<file path="src/hdl/vsrd_pkg.sv">
`timescale 1ns / 1ps
// ----------------------------------------------------------------------------
// vsrd_pkg
// Shared types and constants of the vsync rate stability detector.
// ----------------------------------------------------------------------------
package vsrd_pkg;

  localparam int RING_DEPTH_DEF = 128;

  localparam int TS_W    = 64;
  localparam int IVL_W   = 20;
  localparam int GAME_W  = 18;
  localparam int CNT_W   = 11;
  localparam int DRIFT_W = 10;
  localparam int RATE_W  = 20;
  localparam int SUM_W   = 32;
  localparam int SQ_W    = 64;
  localparam int CFG_W   = 20;
  localparam int CIDX_W  = 3;

  localparam logic [CNT_W-1:0]  CNT_MAX  = 11'd2047;
  localparam logic [63:0]       RATE_MAX = 64'd1000000;
  localparam logic [63:0]       NS_SCALE = 64'd1000000000;
  localparam logic [31:0]       PCT_MUL  = 32'd100;

  localparam logic [GAME_W-1:0]  GAME_RST  = 18'd60000;
  localparam logic [IVL_W-1:0]   MIN_RST   = 20'd8334;
  localparam logic [IVL_W-1:0]   MAX_RST   = 20'd20000;
  localparam logic [CNT_W-1:0]   MINS_RST  = 11'd60;
  localparam logic [CNT_W-1:0]   TOUT_RST  = 11'd1800;
  localparam logic [DRIFT_W-1:0] DRIFT_RST = 10'd300;

  localparam logic [CIDX_W-1:0] REG_GAME  = 3'd0;
  localparam logic [CIDX_W-1:0] REG_MIN   = 3'd1;
  localparam logic [CIDX_W-1:0] REG_MAX   = 3'd2;
  localparam logic [CIDX_W-1:0] REG_MINS  = 3'd3;
  localparam logic [CIDX_W-1:0] REG_TOUT  = 3'd4;
  localparam logic [CIDX_W-1:0] REG_DRIFT = 3'd5;

  typedef enum logic [3:0] {
    ST_IDLE,
    ST_CHECK,
    ST_SUM_RD,
    ST_SUM_MX,
    ST_NQ,
    ST_SS,
    ST_L,
    ST_R,
    ST_A,
    ST_DIV,
    ST_B,
    ST_D,
    ST_OUT
  } st_t;

  typedef struct packed {
    logic busy;
    logic done;
  } mul_st_t;

endpackage

</file>
<file path="src/hdl/vsrd_mul.sv">
`timescale 1ns / 1ps
// ----------------------------------------------------------------------------
// vsrd_mul
// Shared 64x32 multiplier, one 32x32 partial product per cycle.
// ----------------------------------------------------------------------------
module vsrd_mul (
  input  logic                clk,
  input  logic                rst_n,
  input  logic                start,
  input  logic [63:0]         a,
  input  logic [31:0]         b,
  output logic [95:0]         p,
  output vsrd_pkg::mul_st_t   st
);
  import vsrd_pkg::*;

  logic        ph_r;
  logic        done_r;
  logic [63:0] pl_r;
  logic [95:0] p_r;
  logic [31:0] mop;
  logic [63:0] m;

  assign mop = ph_r ? a[63:32] : a[31:0];
  assign m   = mop * b;

  always_ff @(posedge clk) begin
    if (!rst_n) begin
      ph_r   <= 1'b0;
      done_r <= 1'b0;
    end else begin
      done_r <= ph_r;
      if (start) begin
        ph_r <= 1'b1;
      end else begin
        ph_r <= 1'b0;
      end
    end
  end

  always_ff @(posedge clk) begin
    if (start) begin
      pl_r <= m;
    end
    if (ph_r) begin
      p_r <= {m, 32'd0} + {32'd0, pl_r};
    end
  end

  assign p       = p_r;
  assign st.busy = ph_r;
  assign st.done = done_r;

  always_ff @(posedge clk) begin
    if (rst_n) begin
      assert (!(start && ph_r)) else $error("multiplier started while busy");
    end
  end

endmodule

</file>
<file path="config.mk">
export PLATFORM = sky130hd
export DESIGN_NAME = vsrd_mul
export DESIGN_NICKNAME = d
export VERILOG_FILES = /design/src/hdl/vsrd_pkg.sv /design/src/hdl/vsrd_mul.sv
export SDC_FILE = /design/constraint.sdc
export NUM_CORES = 2
export LEC_CHECK = 0
export BUFFER_PORTS_ARGS = -buffer_cell sky130_fd_sc_hd__buf_2
export CAP_MARGIN = 20
export CORE_UTILIZATION = 34
export CTS_CLUSTER_SIZE = 25
export DETAILED_ROUTE_END_ITERATION = 16
export GPL_TIMING_DRIVEN = 0
export REMOVE_ABC_BUFFERS = 1
export SETUP_SLACK_MARGIN = 0.05
export SYNTH_ARGS = -nofsm -noshare
export SYNTH_HDL_FRONTEND = slang
export SYNTH_SLANG_ARGS = --single-unit
</file>
<file path="constraint.sdc">
create_clock -name clk -period 19.1 [get_ports clk]
set_input_delay 0.955 -clock clk [delete_from_list [all_inputs] [get_ports clk]]
set_output_delay 0.955 -clock clk [all_outputs]
set_load 0.03 [all_outputs]
</file>
[After elaboration in Yosys (flattened, before gate mapping)]
Cells that the tools add are included.
Cells by class
  add/sub/neg operators: 1
  muxes and demuxes: 2
  $mul: 1
Operators by type and width (number)
  $add 96x64->96: 1
  $mul 32x32->64: 1
  $mux 32: 1
  $mux 1: 1
Word-level totals
  input port bits: 99
  register bits after elaboration: 162
  output and inout port bits: 98
  logic and storage cells: 8

[Depth between registers and ports, before layout]
  word-level depth: 3
  gate-level depth with buffers: 43
  mapped depth without buffers: 37

[Worst setup path before layout]
OpenSTA, ideal clock, no wires.
  path type: reg2reg
  from: register ph_r
  to: register p_r[91] (netlist: p[91]), data pin
  setup slack: 6.604 ns
  cell stages (with the launch flop): 39
  data required time: 18.832 ns
  clock period less this slack: 12.496 ns
  data arrival time: 12.228 ns
  library setup time: 0.268 ns
  path buffers: 5
  cell sequence: dfxtp_1 clkbuf_1 clkbuf_1 mux2_2 clkbuf_1 and2_1 fa_1 inv_1 fa_1 fa_1 fa_1 inv_1 fa_1 inv_1 fa_1 inv_1 fa_1 fa_1 (+3 left out) a21boi_1 o21ai_0 or2_2 a21oi_1 xnor2_1 ha_1 a21o_1 a21o_1 a21oi_1 o21ai_0 o211ai_1 o221a_2 or4_4 or3_1 buf_2 or4_4 nor4_2 xor2_1
On the way
  word-level cells in the longest chain between the ends: 3
Ends and longest elaborated chain
  start: declaration: line vsrd_mul.sv:17  | logic ph_r;
  start signal: assignment: line vsrd_mul.sv:29  | ph_r <= 1'b0;
  start signal: assignment: line vsrd_mul.sv:34  | ph_r <= 1'b1;
  start signal: assignment: line vsrd_mul.sv:36  | ph_r <= 1'b0;
  $mux 32: line vsrd_mul.sv:24  | assign mop = ph_r ? a[63:32] : a[31:0];
  $mul 32x32->64: line vsrd_mul.sv:25  | assign m = mop * b;
  net m[25]: line vsrd_mul.sv:22  | logic [63:0] m;
  $add 96x64->96: line vsrd_mul.sv:46  | p_r <= {m, 32'd0} + {32'd0, pl_r};
  end signal: assignment: line vsrd_mul.sv:46
  end: declaration: line vsrd_mul.sv:20  | logic [95:0] p_r;
The timed path passes the listed nets, and every way through them passes these cells.
A chain may end at the register's enable or synchronous reset.

[Final worst setup path]
  from: register ph_r
  to: register p_r[94] (netlist: p[94]), data pin
The elaborated chain is that of the path after synthesis.

==> results.json <==
{
  "drt_iter0_drc": 1632,
  "ys_warn_count": 0,
  "gp_congestion": 0.9301,
  "max_stage_delay_ns": 0.91,
  "viasPerCell": 4.913,
  "layoutNonFillerInstCount": 5974,
  "syn_area_per_cell_sq_um": 9.502,
  "syn2layout_area_growth_pct": 6.465,
  "r2r_slack_ns": 6.46,
  "gr-total-overflow": 0,
  "cts_made_buffers": 17,
  "num_rows": 127,
  "vias": 29350,
  "crit_arrival_ns": 12.83,
  "first_global_vias": 31650,
  "syn_area_sq_um": 41590,
  "wl_per_cell_um": 18.55,
  "fin_crit_ns": 12.64,
  "synth-seq-area-share_pct": 11.65,
  "hold_path_depth": 0,
  "grt_pass1_wl_mm": 178.5,
  "final_common_cell": "inv_1",
  "antenna_found_initial": 6,
  "cts.sinks": 162,
  "start_util_pct": 34.48,
  "cap_violations": 0,
  "async_reset_ff_share_pct": 0,
  "min_period_over_period_pct": 66.20,
  "hold_end": "p[25]",
  "synth_cells": 4377,
  "tritoncts": "yes",
  "ys_ff_latch": 162,
  "mostFrequentLayoutCells": "inv_1 (918), fa_1 (897), and2_1 (637), nand2_1 (499), ha_1 (295)",
  "cp-end-kind": "flop",
  "dp_hpwl_mm": 91.12,
  "hold_class": "reg -> reg",
  "ctsHoldBuffers": 0,
  "core_area_sq_um": 120600,
  "worst_path_max_delay_cell": "mux2_2",
  "num-nets-final": 5641,
  "maxSlewViolCount": 0,
  "placedCellCount": 5943,
  "worstMarginPinSlew_ns": 0.9547,
  "cts_htree_levels": 4,
  "ys_types": 75,
  "timing.slew.headroom_pct": 36.35,
  "placed_area_sq_um": 43680,
  "start_kind": "flop",
  "setup_viol": 0,
  "drtPass1Iterations": 7,
  "rr_endpoint": "p[94]",
  "cts.reportedPaths.clkPinSlew_ns": 0.07,
  "die_area_sq_um": 123700,
  "post_cts_buffers": 0,
  "postLayoutCoreUtil_pct": 36.71,
  "crit_buf_inv": 4,
  "drt-total-wl_mm": 110.8,
  "clk_latency_ns": 0.45,
  "synth.largest_area_cell": "fa_1",
  "path_common_cell": "fa_1",
  "drive_gt1_share_pct": 6.604,
  "cp.required_ns": 19.28,
  "status": "finished clean",
  "critPathTopFamily": "adder cells",
  "worst-setup-path-type": "reg -> reg",
  "die_y_um": 351.8,
  "synth.area.top_cells": "fa_1 (43%), edfxtp_1 (12%), and2_1 (9.6%), ha_1 (8.9%), inv_1 (8.3%)",
  "clockBufferDepth": 2,
  "synth_edf_count": 160,
  "fin_area_sq_um": 44280,
  "synth_top_area_share_pct": 43.18,
  "fp.dieW_um": 351.8,
  "min_from": "pl_r[25]",
  "reg2reg_depth": 30,
  "finalHoldViolations": 0,
  "grt_setup_unrepaired": "no",
  "cts.repair.resized": 0,
  "grt_start_max_net_pins": 70,
  "grtUsageTotal_pct": 18.52,
  "path_max_fanout": 69,
  "r2r_start": "ph_r",
  "io_pins": 197,
  "max_freq_mhz": 79.08,
  "cts-root-buf": "clkbuf_16",
  "portBuffers": 196,
  "fin_tns_setup_ns": 0,
  "synth_flop_cell": "edfxtp_1",
  "drc": 0,
  "antenna_left": 0,
  "clock_skew_ns": 0.01215
}
-- cell families after synthesis --
logic type / share of synthesized area, %
buffers and inverters: 10.55
adders and majority gates: 52.05
muxes: 0.9867
and+or+nand+nor: 17.13
DFF: 11.65
AOI/OAI and AO/OA: 5.198
xor gates and xnor gates: 2.440
-- area by class of cell --
| class | instances | area [sq um] |
|---|---|---|
| Antenna cell | 1 | 2.502 |
| Tap cell | 1612 | 2017 |
| Inverter | 918 | 3446 |
| Sequential cell | 162 | 4848 |
| Timing Repair Buffer | 197 | 1011 |
| Clock buffer | 17 | 425.4 |
| Clock inverter | 13 | 170.2 |
| Fill cell | 12260 | 76330 |
| Multi-Input combinational cell | 3054 | 32360 |
-- metal layers --
layer / GRT usage [%] / wire [um]
met1: 25.42 / 48870
met2: 32.11 / 54940
met3: 1.609 / 5468
met4: 3.150 / 1516
met5: 0 / 0
-- worst register-to-register path, delay by kind of cell, from the launching register on --
family                     cells  cell delay (ns)
adders and majority gates     10             4.82
AOI/OAI and AO/OA              6             1.94
DFF                            1             0.88
xor gates and xnor gates       2             0.85
and+or+nand+nor                7             2.70
buffers and inverters          4             0.23
muxes                          1             0.99
-- state kept, by name, summed over array words and instances, names as in the netlist --
register and count:
p 96, pl_r 64, done_r 1, ph_r 1
-- cell usage after synthesis (all sizes together) (29+ instances only) --
library cell  count
xnor2            77
inv             918
nor2             94
ha              295
a21o             42
edfxtp          160
and2            637
nand3            29
fa              897
mux2             32
nand4            34
xor2             38
clkbuf          224
nand2           499
a21oi           129
o21ai            66
-- per-stage QoR --
| stage | worst slack, ns | hold slack, ns |
|---|---|---|
| floorplan | 6.224 | 0.4003 |
| CTS | 6.485 | 0.4205 |
| global placement | 2.668 | 0.4036 |
| detailed placement | 6.569 | 0.4045 |
| finish | 6.455 | 0.4194 |
| global route | 5.851 | 0.4229 |
-- worst max-delay path by stage --
stage / start / to / slack (ns) / depth (start not counted)
floorplan: ph_r / p[91] / 6.22 / 33
global placement: ph_r / p[94] / 2.67 / 31
detailed placement: ph_r / p[94] / 6.57 / 30
CTS: ph_r / p[94] / 6.49 / 30
global route: ph_r / p[94] / 5.85 / 31
finish: ph_r / p[94] / 6.46 / 30
Power is not shown: default switching activity piles up to over one toggle a cycle in this logic, so the estimate is an artifact.
